<file path="config.mk">
export PLATFORM = sky130hd
export DESIGN_NAME = flywheel_pi_speed_controller_flat
export DESIGN_NICKNAME = d
export VERILOG_FILES = /design/src/hw/rtl/fpsc_pkg.sv /design/src/hw/rtl/fpsc_in_if.sv /design/src/hw/rtl/fpsc_out_if.sv /design/src/hw/rtl/fpsc_mul.sv /design/src/hw/rtl/fpsc_window.sv /design/src/hw/rtl/flywheel_pi_speed_controller.sv /design/src/flat_wrapper.sv
export SDC_FILE = /design/constraint.sdc
export NUM_CORES = 2
export LEC_CHECK = 0
export BUFFER_PORTS_ARGS = -buffer_cell sky130_fd_sc_hd__buf_2
export CAP_MARGIN = 20
export CORE_MARGIN = 10
export CORE_UTILIZATION = 65
export DETAILED_ROUTE_END_ITERATION = 8
export GPL_ROUTABILITY_DRIVEN = 0
export GPL_TIMING_DRIVEN = 0
export PLACE_DENSITY = 0.87
export SLEW_MARGIN = 40
export SYNTH_ARGS = -nofsm -noshare
export SYNTH_HDL_FRONTEND = slang
export SYNTH_SLANG_ARGS = --single-unit
</file>
<file path="constraint.sdc">
create_clock -name clk -period 19.35 [get_ports clk]
set_clock_uncertainty 0.1 [all_clocks]
set_input_delay 1.935 -clock clk [delete_from_list [all_inputs] [get_ports clk]]
set_output_delay 1.935 -clock clk [all_outputs]
set_load 0.005 [all_outputs]
</file>
<file path="src/hw/rtl/fpsc_pkg.sv">
`timescale 1ns / 1ps

package fpsc_pkg;

  // The window length must be a power of two; the mean is a shift.
  localparam int WINDOW_SIZE = 8;
  localparam int WIN_AW      = $clog2(WINDOW_SIZE);

  localparam int SAMPLE_W = 10;
  localparam int RAW_W    = 11;
  localparam int SUM_W    = SAMPLE_W + WIN_AW;
  localparam int MEAN_W   = SUM_W + 4;

  localparam int TGT_W    = 16;
  localparam int GAIN_W   = 16;
  localparam int LIM_W    = 10;
  localparam int INT_W    = 11;
  localparam int ERR_W    = 22;
  localparam int ERRO_W   = 17;
  localparam int DRIVE_W  = 7;

  localparam int MUL_AW   = ERR_W;
  localparam int MUL_BW   = GAIN_W + 1;
  localparam int PROD_W   = MUL_AW + MUL_BW;
  localparam int ACC_W    = PROD_W + 1;

  localparam int CFG_AW   = 2;
  localparam int CFG_DW   = 16;

  localparam logic [CFG_AW-1:0] CFG_GAIN_P    = 2'd0;
  localparam logic [CFG_AW-1:0] CFG_GAIN_I    = 2'd1;
  localparam logic [CFG_AW-1:0] CFG_INT_LIMIT = 2'd2;

  localparam logic [GAIN_W-1:0] GAIN_P_RST    = 16'd256;
  localparam logic [GAIN_W-1:0] GAIN_I_RST    = 16'd0;
  localparam logic [LIM_W-1:0]  INT_LIMIT_RST = 10'd10;

  localparam logic [MUL_BW-1:0]  SPEED_SCALE   = 17'd36;
  localparam logic [ERR_W-1:0]   ERR_RESET_Q4  = 22'd3200;
  localparam logic [DRIVE_W-1:0] DRIVE_MAX     = 7'd100;

  typedef struct packed {
    logic clear;
    logic shift;
  } win_ctl_t;

endpackage

</file>
<file path="src/hw/rtl/fpsc_in_if.sv">
`timescale 1ns / 1ps

interface fpsc_in_if;
  import fpsc_pkg::*;

  logic                    valid;
  logic                    ready;
  logic                    operation;
  logic [TGT_W-1:0]        speed_setpoint;
  logic signed [RAW_W-1:0] measured_velocity;

  modport source (output valid, output operation, output speed_setpoint,
                  output measured_velocity, input ready);
  modport sink (input valid, input operation, input speed_setpoint,
                input measured_velocity, output ready);
endinterface

</file>
<file path="src/hw/rtl/fpsc_out_if.sv">
`timescale 1ns / 1ps

interface fpsc_out_if;
  import fpsc_pkg::*;

  logic                     valid;
  logic                     ready;
  logic [DRIVE_W-1:0]       drive;
  logic signed [ERRO_W-1:0] speed_error;
  logic signed [INT_W-1:0]  integral_value;

  modport source (output valid, output drive, output speed_error,
                  output integral_value, input ready);
  modport sink (input valid, input drive, input speed_error,
                input integral_value, output ready);
endinterface

</file>
<file path="src/hw/rtl/fpsc_mul.sv">
`timescale 1ns / 1ps

module fpsc_mul (
  input  logic                                 clk,
  input  logic                                 en,
  input  logic signed [fpsc_pkg::MUL_AW-1:0]   op_a,
  input  logic signed [fpsc_pkg::MUL_BW-1:0]   op_b,
  output logic signed [fpsc_pkg::PROD_W-1:0]   prod
);
  import fpsc_pkg::*;

  logic signed [PROD_W-1:0] prod_r;

  always_ff @(posedge clk) begin
    if (en) begin
      prod_r <= op_a * op_b;
    end
  end

  assign prod = prod_r;
endmodule

</file>
<file path="src/hw/rtl/fpsc_window.sv">
`timescale 1ns / 1ps

module fpsc_window (
  input  logic                                clk,
  input  logic                                rst_n,
  input  fpsc_pkg::win_ctl_t                  ctl,
  input  logic signed [fpsc_pkg::RAW_W-1:0]   sample,
  output logic [fpsc_pkg::SUM_W-1:0]          sum
);
  import fpsc_pkg::*;

  logic [SAMPLE_W-1:0] win_r [WINDOW_SIZE];
  logic [SUM_W-1:0]    sum_r;
  logic [RAW_W-1:0]    neg;
  logic [RAW_W-1:0]    abs_raw;
  logic [SAMPLE_W-1:0] mag;

  assign neg     = RAW_W'(-sample);
  assign abs_raw = sample[RAW_W-1] ? neg : RAW_W'(sample);
  assign mag     = abs_raw[RAW_W-1] ? {SAMPLE_W{1'b1}} : abs_raw[SAMPLE_W-1:0];

  always_ff @(posedge clk) begin
    if (!rst_n || ctl.clear) begin
      for (int k = 0; k < WINDOW_SIZE; k++) begin
        win_r[k] <= '0;
      end
      sum_r <= '0;
    end else if (ctl.shift) begin
      for (int k = 0; k < WINDOW_SIZE - 1; k++) begin
        win_r[k] <= win_r[k+1];
      end
      win_r[WINDOW_SIZE-1] <= mag;
      sum_r <= sum_r - SUM_W'(win_r[0]) + SUM_W'(mag);
    end
  end

  assign sum = sum_r;
endmodule

</file>
<file path="src/hw/rtl/flywheel_pi_speed_controller.sv">
`timescale 1ns / 1ps

// Channel   Dir   Payload                                        Transfer
// in_ch     in    operation, speed_setpoint, measured_velocity   valid && ready
// out_ch    out   drive, speed_error, integral_value             valid && ready
// cfg_*     in    cfg_addr, cfg_wdata                            cfg_we high
//
// Each tick passes through the states SPD, ERR, INT, PACC, IACC and DONE, where its
// result is registered; the shared multiplier is used three times per tick.
// Input is accepted only in the idle state, one tick at a time.
// A finished result waits in the output register, so a new tick may enter
// while it is held; a stalled result holds the sequencer at its last step.
// Reset is synchronous; it clears the window and integral and restores the configuration defaults.
module flywheel_pi_speed_controller (
  input  logic                          clk,
  input  logic                          rst_n,
  fpsc_in_if.sink                       in_ch,
  fpsc_out_if.source                    out_ch,
  input  logic                          cfg_we,
  input  logic [fpsc_pkg::CFG_AW-1:0]   cfg_addr,
  input  logic [fpsc_pkg::CFG_DW-1:0]   cfg_wdata
);
  import fpsc_pkg::*;

  localparam logic [2:0] S_IDLE = 3'd0;
  localparam logic [2:0] S_SPD  = 3'd1;
  localparam logic [2:0] S_ERR  = 3'd2;
  localparam logic [2:0] S_INT  = 3'd3;
  localparam logic [2:0] S_PACC = 3'd4;
  localparam logic [2:0] S_IACC = 3'd5;
  localparam logic [2:0] S_DONE = 3'd6;

  logic [2:0] state_r, state_nxt;

  logic [GAIN_W-1:0] gain_p_r, gain_i_r;
  logic [LIM_W-1:0]  lim_r;

  logic [TGT_W-1:0]        tgt_r;
  logic signed [RAW_W-1:0] smp_r;
  logic signed [ERR_W-1:0] err_r, err_nxt;
  logic signed [INT_W-1:0] int_r, int_nxt;
  logic signed [ACC_W-1:0] acc_r, acc_nxt;

  logic                     out_valid_r;
  logic [DRIVE_W-1:0]       drive_r, drive_nxt;
  logic signed [ERRO_W-1:0] erro_r, erro_nxt;
  logic signed [INT_W-1:0]  into_r;

  logic accept, out_free;
  win_ctl_t win_ctl;
  logic [SUM_W-1:0] win_sum;
  logic [MEAN_W-1:0] mean_q4;

  logic mul_en;
  logic signed [MUL_AW-1:0] mul_a;
  logic signed [MUL_BW-1:0] mul_b;
  logic signed [PROD_W-1:0] prod;

  logic signed [INT_W+1:0] step, lim_s;
  logic signed [ERR_W-1:0] err_neg;
  logic [ERR_W-1:0]        err_qneg;
  logic signed [ACC_W-1:0] dq;

  assign accept   = in_ch.valid && in_ch.ready;
  assign out_free = !out_valid_r || out_ch.ready;
  assign in_ch.ready = (state_r == S_IDLE);

  assign mean_q4 = MEAN_W'({win_sum, 4'b0} >> WIN_AW);

  assign win_ctl.clear = accept && in_ch.operation;
  assign win_ctl.shift = (state_r == S_DONE) && out_free;

  fpsc_window u_window (
    .clk    (clk),
    .rst_n  (rst_n),
    .ctl    (win_ctl),
    .sample (smp_r),
    .sum    (win_sum)
  );

  always_comb begin
    mul_en = 1'b0;
    mul_a  = '0;
    mul_b  = '0;
    case (state_r)
      S_SPD: begin
        mul_en = 1'b1;
        mul_a  = MUL_AW'(signed'({1'b0, mean_q4}));
        mul_b  = SPEED_SCALE;
      end
      S_INT: begin
        mul_en = 1'b1;
        mul_a  = err_r;
        mul_b  = signed'({1'b0, gain_p_r});
      end
      S_PACC: begin
        mul_en = 1'b1;
        mul_a  = MUL_AW'(signed'({int_r, 4'b0}));
        mul_b  = signed'({1'b0, gain_i_r});
      end
      default: begin
        mul_en = 1'b0;
      end
    endcase
  end

  fpsc_mul u_mul (
    .clk  (clk),
    .en   (mul_en),
    .op_a (mul_a),
    .op_b (mul_b),
    .prod (prod)
  );

  always_comb begin
    lim_s = signed'({3'b0, lim_r});
    if (err_r > 0) begin
      step = (INT_W+2)'(int_r) + 13'sd1;
    end else if (err_r < 0) begin
      step = (INT_W+2)'(int_r) - 13'sd1;
    end else begin
      step = (INT_W+2)'(int_r);
    end
    if (step > lim_s) begin
      step = lim_s;
    end
    if (step < -lim_s) begin
      step = -lim_s;
    end
    if (err_r > signed'(ERR_RESET_Q4) || err_r < -signed'(ERR_RESET_Q4)) begin
      step = '0;
    end
  end

  always_comb begin
    err_neg  = -err_r;
    err_qneg = unsigned'(err_neg) >> 4;
    if (err_r >= 0) begin
      erro_nxt = ERRO_W'(err_r >>> 4);
    end else begin
      erro_nxt = ERRO_W'(-signed'(err_qneg));
    end
    dq = acc_r >>> 12;
    if (acc_r <= 0) begin
      drive_nxt = '0;
    end else if (dq > ACC_W'(DRIVE_MAX)) begin
      drive_nxt = DRIVE_MAX;
    end else begin
      drive_nxt = dq[DRIVE_W-1:0];
    end
  end

  always_comb begin
    state_nxt = state_r;
    err_nxt   = err_r;
    int_nxt   = int_r;
    acc_nxt   = acc_r;
    case (state_r)
      S_IDLE: begin
        if (accept) begin
          state_nxt = S_SPD;
          if (in_ch.operation) begin
            int_nxt = '0;
          end
        end
      end
      S_SPD: begin
        state_nxt = S_ERR;
      end
      S_ERR: begin
        err_nxt   = signed'({2'b0, tgt_r, 4'b0}) - ERR_W'(prod);
        state_nxt = S_INT;
      end
      S_INT: begin
        int_nxt   = INT_W'(step);
        state_nxt = S_PACC;
      end
      S_PACC: begin
        acc_nxt   = ACC_W'(prod);
        state_nxt = S_IACC;
      end
      S_IACC: begin
        acc_nxt   = acc_r + ACC_W'(prod);
        state_nxt = S_DONE;
      end
      S_DONE: begin
        if (out_free) begin
          state_nxt = S_IDLE;
        end
      end
      default: begin
        state_nxt = S_IDLE;
      end
    endcase
  end

  always_ff @(posedge clk) begin
    if (!rst_n) begin
      state_r     <= S_IDLE;
      int_r       <= '0;
      out_valid_r <= 1'b0;
      gain_p_r    <= GAIN_P_RST;
      gain_i_r    <= GAIN_I_RST;
      lim_r       <= INT_LIMIT_RST;
    end else begin
      state_r <= state_nxt;
      int_r   <= int_nxt;
      if (win_ctl.shift) begin
        out_valid_r <= 1'b1;
      end else if (out_ch.ready) begin
        out_valid_r <= 1'b0;
      end
      if (cfg_we) begin
        case (cfg_addr)
          CFG_GAIN_P:    gain_p_r <= cfg_wdata[GAIN_W-1:0];
          CFG_GAIN_I:    gain_i_r <= cfg_wdata[GAIN_W-1:0];
          CFG_INT_LIMIT: lim_r    <= cfg_wdata[LIM_W-1:0];
          default: begin
          end
        endcase
      end
    end
  end

  always_ff @(posedge clk) begin
    err_r <= err_nxt;
    acc_r <= acc_nxt;
    if (accept) begin
      tgt_r <= in_ch.speed_setpoint;
      smp_r <= in_ch.measured_velocity;
    end
    if (win_ctl.shift) begin
      drive_r <= drive_nxt;
      erro_r  <= erro_nxt;
      into_r  <= int_r;
    end
  end

  assign out_ch.valid          = out_valid_r;
  assign out_ch.drive          = drive_r;
  assign out_ch.speed_error    = erro_r;
  assign out_ch.integral_value = into_r;

  a_accept_starts : assert property (@(posedge clk) disable iff (!rst_n)
    accept |=> state_r == S_SPD)
    else $error("accepted tick did not start the sequence");

  a_restart_clears : assert property (@(posedge clk) disable iff (!rst_n)
    accept && in_ch.operation |=> win_sum == '0 && int_r == '0)
    else $error("restart did not clear window and integral");

  a_int_clamped : assert property (@(posedge clk) disable iff (!rst_n)
    state_r == S_INT |=> int_r <= signed'({1'b0, lim_r}) && int_r >= -signed'({1'b0, lim_r}))
    else $error("integral outside its limit");

  a_drive_range : assert property (@(posedge clk) disable iff (!rst_n)
    out_valid_r |-> drive_r <= DRIVE_MAX)
    else $error("drive above its maximum");

  a_no_overwrite : assert property (@(posedge clk) disable iff (!rst_n)
    out_valid_r && !out_ch.ready |=> !(state_r == S_IDLE && $past(state_r) == S_DONE))
    else $error("result overwritten while stalled");

endmodule

</file>
<file path="src/flat_wrapper.sv">
// flat-port wrapper written by rule: the top's interface ports become plain ports
module flywheel_pi_speed_controller_flat import fpsc_pkg::*;
  (clk, rst_n, cfg_we, cfg_addr, cfg_wdata, in_ch_valid, in_ch_operation, in_ch_speed_setpoint, in_ch_measured_velocity, in_ch_ready, out_ch_valid, out_ch_drive, out_ch_speed_error, out_ch_integral_value, out_ch_ready);
  fpsc_in_if in_ch_i ();
  fpsc_out_if out_ch_i ();
  input  logic clk;
  input  logic rst_n;
  input  logic cfg_we;
  input  logic [fpsc_pkg::CFG_AW-1:0] cfg_addr;
  input  logic [fpsc_pkg::CFG_DW-1:0] cfg_wdata;
  input wire logic [$bits(in_ch_i.valid)-1:0] in_ch_valid;
  input wire logic [$bits(in_ch_i.operation)-1:0] in_ch_operation;
  input wire logic [$bits(in_ch_i.speed_setpoint)-1:0] in_ch_speed_setpoint;
  input wire logic [$bits(in_ch_i.measured_velocity)-1:0] in_ch_measured_velocity;
  output wire logic [$bits(in_ch_i.ready)-1:0] in_ch_ready;
  output wire logic [$bits(out_ch_i.valid)-1:0] out_ch_valid;
  output wire logic [$bits(out_ch_i.drive)-1:0] out_ch_drive;
  output wire logic [$bits(out_ch_i.speed_error)-1:0] out_ch_speed_error;
  output wire logic [$bits(out_ch_i.integral_value)-1:0] out_ch_integral_value;
  input wire logic [$bits(out_ch_i.ready)-1:0] out_ch_ready;
  assign in_ch_i.valid = in_ch_valid;
  assign in_ch_i.operation = in_ch_operation;
  assign in_ch_i.speed_setpoint = in_ch_speed_setpoint;
  assign in_ch_i.measured_velocity = in_ch_measured_velocity;
  assign in_ch_ready = in_ch_i.ready;
  assign out_ch_valid = out_ch_i.valid;
  assign out_ch_drive = out_ch_i.drive;
  assign out_ch_speed_error = out_ch_i.speed_error;
  assign out_ch_integral_value = out_ch_i.integral_value;
  assign out_ch_i.ready = out_ch_ready;
  flywheel_pi_speed_controller u_core (.clk(clk), .rst_n(rst_n), .in_ch(in_ch_i), .out_ch(out_ch_i), .cfg_we(cfg_we), .cfg_addr(cfg_addr), .cfg_wdata(cfg_wdata));
endmodule
</file>
* Word-level counts from Yosys, hierarchy flattened *
Memory sizes are Yosys's and may differ from the RTL's.
Cells that the tools add are included.

storage, ports and cells
  input bits = 51
  logic and storage cells = 110
  output and inout bits = 37
  memory bits (writable) = 80
  register bits = 233
  memories kept = 1

operators by class
  bitwise gates (word level) = 8
  $lt $le $gt $ge = 9
  reduce and logical (&&, ||, !) cells = 20
  $mul = 1
  muxes and demuxes = 34
  $add $sub $neg = 10
  equality and inequality tests = 11

memory list
  memory                 words  width  rd ports  clocked after memory_dff  write ports  RTL line           RTL
  u_core.u_window.win_r  8      10     8         0                         8            fpsc_window.sv:12  logic [SAMPLE_W-1:0] win_r [WINDOW_SIZE];

operators by type and width
  cell                                                             count
  2-to-1 mux 10 bit                                                9
  one-hot mux 40 bit (2 select lines)                              1
  one-hot mux 22 bit (3 select lines)                              1
  2-to-1 mux 11 bit                                                5
  one-hot mux 16 bit (3 select lines)                              1
  adder 40 x 39 -> 40 bit                                          1
  > comparator 40 x 7 -> 1 bit, second input constant              1
  less-or-equal comparator 40 x 1 -> 1 bit, second input constant  1
  multiplier 22 x 17 -> 39 bit                                     1
  2-to-1 mux 13 bit                                                3
  >= comparator 22 x 1 -> 1 bit, second input constant             1
  > comparator 22 x 1 -> 1 bit, second input constant              1
  > comparator 22 x 13 -> 1 bit, second input constant             1
  less-than comparator 22 x 1 -> 1 bit, second input constant      1
  less-than comparator 22 x 13 -> 1 bit, second input constant     1
  one-hot mux 11 bit (2 select lines)                              1
  subtractor 21 x 22 -> 22 bit                                     1
  negation 21 bit                                                  1
  one-hot mux 3 bit (7 select lines)                               1
  2-to-1 mux 17 bit                                                1
  negation 17 bit                                                  1
  adder 13 x 10 -> 13 bit                                          1
  > comparator 13 x 11 -> 1 bit                                    1
  less-than comparator 13 bit                                      1
  26 further kinds                                                 55

* Logic depth before layout (Yosys ltp) *
  depth in word-level cells = 9
  gate-level depth with buffers = 31
  depth with buffers taken out = 28

* Hierarchy *
From an unflattened synthesis, not the netlist that was laid out.

second synthesis, totals
  cells, all modules = 3177
  area, all modules = 30863.4 um^2

modules (own cells, without submodules)
  module                        cells an instance  area each (um^2)  times used
  fpsc_mul                      1558               14757.9           1
  flywheel_pi_speed_controller  1242               11549.8           1
  fpsc_window                   377                4555.6            1

* Worst setup path after synthesis *
Ideal clock, no wire load.

  path type = reg2reg
  start = reg u_core.state_r[2]
  end = reg u_core.u_mul.prod_r[38], in the netlist u_core.u_mul.prod[38], data pin
  data arrival time = 9227 ps
  stages on the path, launching flop included = 29
  period minus slack after synthesis = 9589 ps
  library setup time = 261 ps
  path buffers = 4
  data required time = 18989 ps
  slack = 9761 ps
  path through = dfxtp_1 clkbuf_1 nor2b_1 nor2b_1 clkbuf_1 buf_1 nand2_1 o21ai_0 clkbuf_1 nand2_1 fa_1 fa_1 fa_1 inv_1 fa_1 fa_1 inv_1 fa_1 inv_1 ha_1 inv_1 or4_1 a211oi_1 o2111ai_1 a21oi_1 nor2_1 o31a_1 a41oi_1 xnor2_1

between the ends
  cells in the longest elaborated chain, start to end = 3
  elaborated cells on any way between the ends = 6

RTL lines
  item                                                                                               RTL line                             RTL
  start, declared                                                                                    flywheel_pi_speed_controller.sv:33   logic [2:0] state_r, state_nxt;
  start signal, assigned                                                                             flywheel_pi_speed_controller.sv:206  state_r <= state_nxt;
  == test 3 bit, or another cell as far along                                                        flywheel_pi_speed_controller.sv:85   case (state_r)
  one-hot mux 22 bit (3 select lines) / one-hot mux 16 bit (3 select lines) (equally long branches)  flywheel_pi_speed_controller.sv:85
  multiplier 22 x 17 -> 39 bit *                                                                     fpsc_mul.sv:16                       prod_r <= op_a * op_b;
  end signal, assigned                                                                               fpsc_mul.sv:16
  end, declared                                                                                      fpsc_mul.sv:12                       logic signed [PROD_W-1:0] prod_r;

Mark *: on every way between the ends. The rest lies on a longest branch, timed or not.
A chain may end at the register's enable or synchronous reset.

* Worst setup path in the final report *
  start = reg u_core.state_r[1]
  end = reg u_core.u_mul.prod_r[36], in the netlist u_core.u_mul.prod[36], data pin

Same word-level chain as after synthesis.

==> metrics.cfg <==
[status]
outcome = finished clean

[clock_tree]
cts-root-buf = clkbuf_16
worstSkewPairLatency_ns = 0.56
cts_resized = 0
cts_tree = done
htreeDepth = 2
cts_setup_buffers = 0
clkTransAtPathRegs_ns = 0.06
clock_path_buffers = 3
clock_sinks = 313
cts_hold_buf = 0
cts_made_buffers = 35

[pwr]
power_switching_mw = 0.485
seqPwrFrac_pct = 45.7
irDropWorstVdd_mv = 0.0819
power.total_mw = 1.73
comb_power_share_pct = 16.2
p_sw_share_pct = 28.0
power_density_nw_per_um2 = 53.3
p_int_mw = 1.25
power.leakage_nw = 14.7
p_clk_share_pct = 38.1

[global_route]
antenna_found_initial = 1
grt_pass1_wl_mm = 131
grt_usage_pct = 29.4
grt_pass1_vias = 25100
grt-ovfl-total = 0
grt_max_degree = 45

[place]
dpl.hpwl_mm = 64.6
portBuffers = 87
numPlacedInstances = 3854
pre_cts_slack_ns = 9.51
place_area_sq_um = 31400

[final_layout]
final_cell_mix = inv_1, nand2_1, fa_1
fillers = 3026
final_layout_size_suffix_gt1_share_pct = 6.18
fin_area_sq_um = 32500
diodes = 0
fin_nets = 3895
instances_no_fill = 3915
syn2layout_area_growth_pct = 8.21
multi_input_area_sq_um = 18900
final_common_cell = inv_1
final_core_util_pct = 71.3
seqCellArea_sq_um = 8700

[routing]
vias_per_cell = 6.19
route.detailed.drc = 0
routedWlPerCell_um = 20.8
dr.pass1.iters = 8
drt-total-wl_mm = 81.4
vias = 24200
antenna_left = 0
first_iter_violations = 3076

[synthesis]
syn_nets = 3761
synth_warnings = 0
synth_top_flop_cell = edfxtp_1
syn_area_sq_um = 30000
syn_inst = 3157
synth_edf_count = 243
ys_seq_elements = 313
avgSynthCellArea_sq_um = 9.51
yosysSeqAreaShare_pct = 29.0
yosysUniqueCellTypes = 87
ys_async_sr_fraction_pct = 0

[die]
initial_core_util_pct = 65.9
ioPinCount = 88
core_sq_um = 45600
die-height_um = 235
rows = 78
dieArea_sq_um = 55200
fp.dieW_um = 235

[critical_path]
slowest_delay_ns = 0.70
crit_path_frequent_cell = fa_1
critPathCaptureType = register
cp-start-kind = register
crit_buf_inv = 8
r2r_start = u_core.state_r[1]
slowest_stage = a21oi_1
worstPathArrival_ns = 10.23
worstPathRequired_ns = 19.51
startpoint = u_core.state_r[1]
cp_max_fo = 10
path_class = register to register
crit_family = adder cells

[sta]
tightest_slew_ns = 0.916
worst_slack_ns = 9.28
period_share_pct = 52.1
fmax_ghz = 0.0993
min_period_ns = 10.07
rsz0062_at_grt = no
finalHoldViolCount = 0
relSlewSlack_pct = 38.5
finalSetupViolations = 0
setup-tns-final_ns = 0
hold-worst-slack_ns = 0.322
maxSlewViolCount = 0

[min_path]
hold_class = register to register
holdCritStartpoint = u_core.int_r[2]

[flow_run]
maxCapViolCount = 0

[worst paths after layout]
kind	slack, ns	to	cells past startpoint
setup / recovery	9.28	u_core.u_mul.prod[36]	27
hold reg to reg	0.32	u_core.out_ch.integral_value[2]	0
hold / removal	0.32	u_core.out_ch.integral_value[2]	0
setup reg to reg	9.28	u_core.u_mul.prod[36]	27
[per-layer routing]
metal / vias up / GRT usage [%] / share of wire, %
met5: - / 0 / 0
li1: 10700 / - / -
met4: 0 / 14.9 / 5.6
met1: 11600 / 35.0 / 35
met2: 1578 / 46.9 / 46
met3: 379 / 9.79 / 13
[flip-flops by register name, indices dropped and copies added (netlist names), 13 cells and up]
register / count
u_core.u_mul.prod: 39
u_core.gain_i_r: 16
u_core.u_window.win_r: 80
u_core.tgt_r: 16
u_core.u_window.sum: 13
u_core.out_ch.speed_error: 17
u_core.acc_r: 40
u_core.err_r: 22
u_core.gain_p_r: 16
[cells in the mapped netlist (13+ instances only)]
master | n | area share (%)
o21a_1 | 22 | 0.55
mux2i_1 | 38 | 1.3
xor2_1 | 35 | 1.0
nor3_1 | 38 | 0.63
fa_1 | 360 | 24
o21bai_1 | 19 | 0.47
o21ai_0 | 95 | 1.6
a22oi_1 | 18 | 0.45
xnor2_1 | 92 | 2.7
nand2b_1 | 24 | 0.50
and2_1 | 29 | 0.60
a22o_1 | 22 | 0.64
inv_1 | 529 | 6.6
and3_1 | 84 | 1.7
nand3_1 | 39 | 0.65
nand2_1 | 404 | 5.0
ha_1 | 193 | 8.0
nand4_1 | 23 | 0.48
clkbuf_1 | 107 | 1.3
a21o_1 | 44 | 1.1
a21oi_1 | 144 | 2.4
nor4_1 | 16 | 0.33
dfxtp_1 | 70 | 4.7
nor2_1 | 262 | 3.3
a211oi_1 | 13 | 0.32
edfxtp_1 | 243 | 24
[power groups by stage]
stage	registers, mW	logic, mW	clock network [mW]
2_1_floorplan	0.790	0.194	0
3_3_place_gp	0.802	0.247	0
3_5_place_dp	0.801	0.267	0
4_1_cts	0.788	0.272	0.661
5_1_grt	0.791	0.305	0.689
6_report	0.790	0.280	0.660
[worst register-to-register path, cell delays in order (launching register included)]
cell	delay (ns)
dfxtp_1	0.31
clkbuf_1	0.42
clkbuf_1	0.59
clkbuf_1	0.49
a21oi_1	0.15
a21oi_1	0.70
clkbuf_1	0.49
nor2_1	0.13
fa_1	0.49
inv_1	0.05
fa_1	0.50
fa_1	0.53
inv_1	0.07
fa_1	0.47
fa_1	0.55
inv_1	0.06
fa_1	0.55
inv_1	0.05
ha_1	0.39
nand4_1	0.17
or4_1	0.52
a211oi_1	0.44
o2111ai_1	0.36
a21oi_1	0.31
nor2_1	0.12
o31a_1	0.30
a211o_1	0.30
o311ai_0	0.19
[layout make-up]
type	count	share of cell area, %
Buffer	123	1.56
Clock buffer	43	2.82
Clock inverter	18	0.574
Inverter	531	6.13
Multi-Input combinational cell	2190	58.1
Sequential cell	313	26.8
Tap cell	600	2.31
Timing Repair Buffer	97	1.73
[logic make-up after synthesis]
kind of cell,count (synthesis),synth area share [%]
AOI/OAI and AO/OA,485,10.6
xor gates and xnor gates,128,3.76
DFF,313,29.0
muxes,43,1.47
and+or+nand+nor,981,14.9
adders and majority gates,553,32.0
buffers and inverters,654,8.31
(Power assumes the default switching activity.)
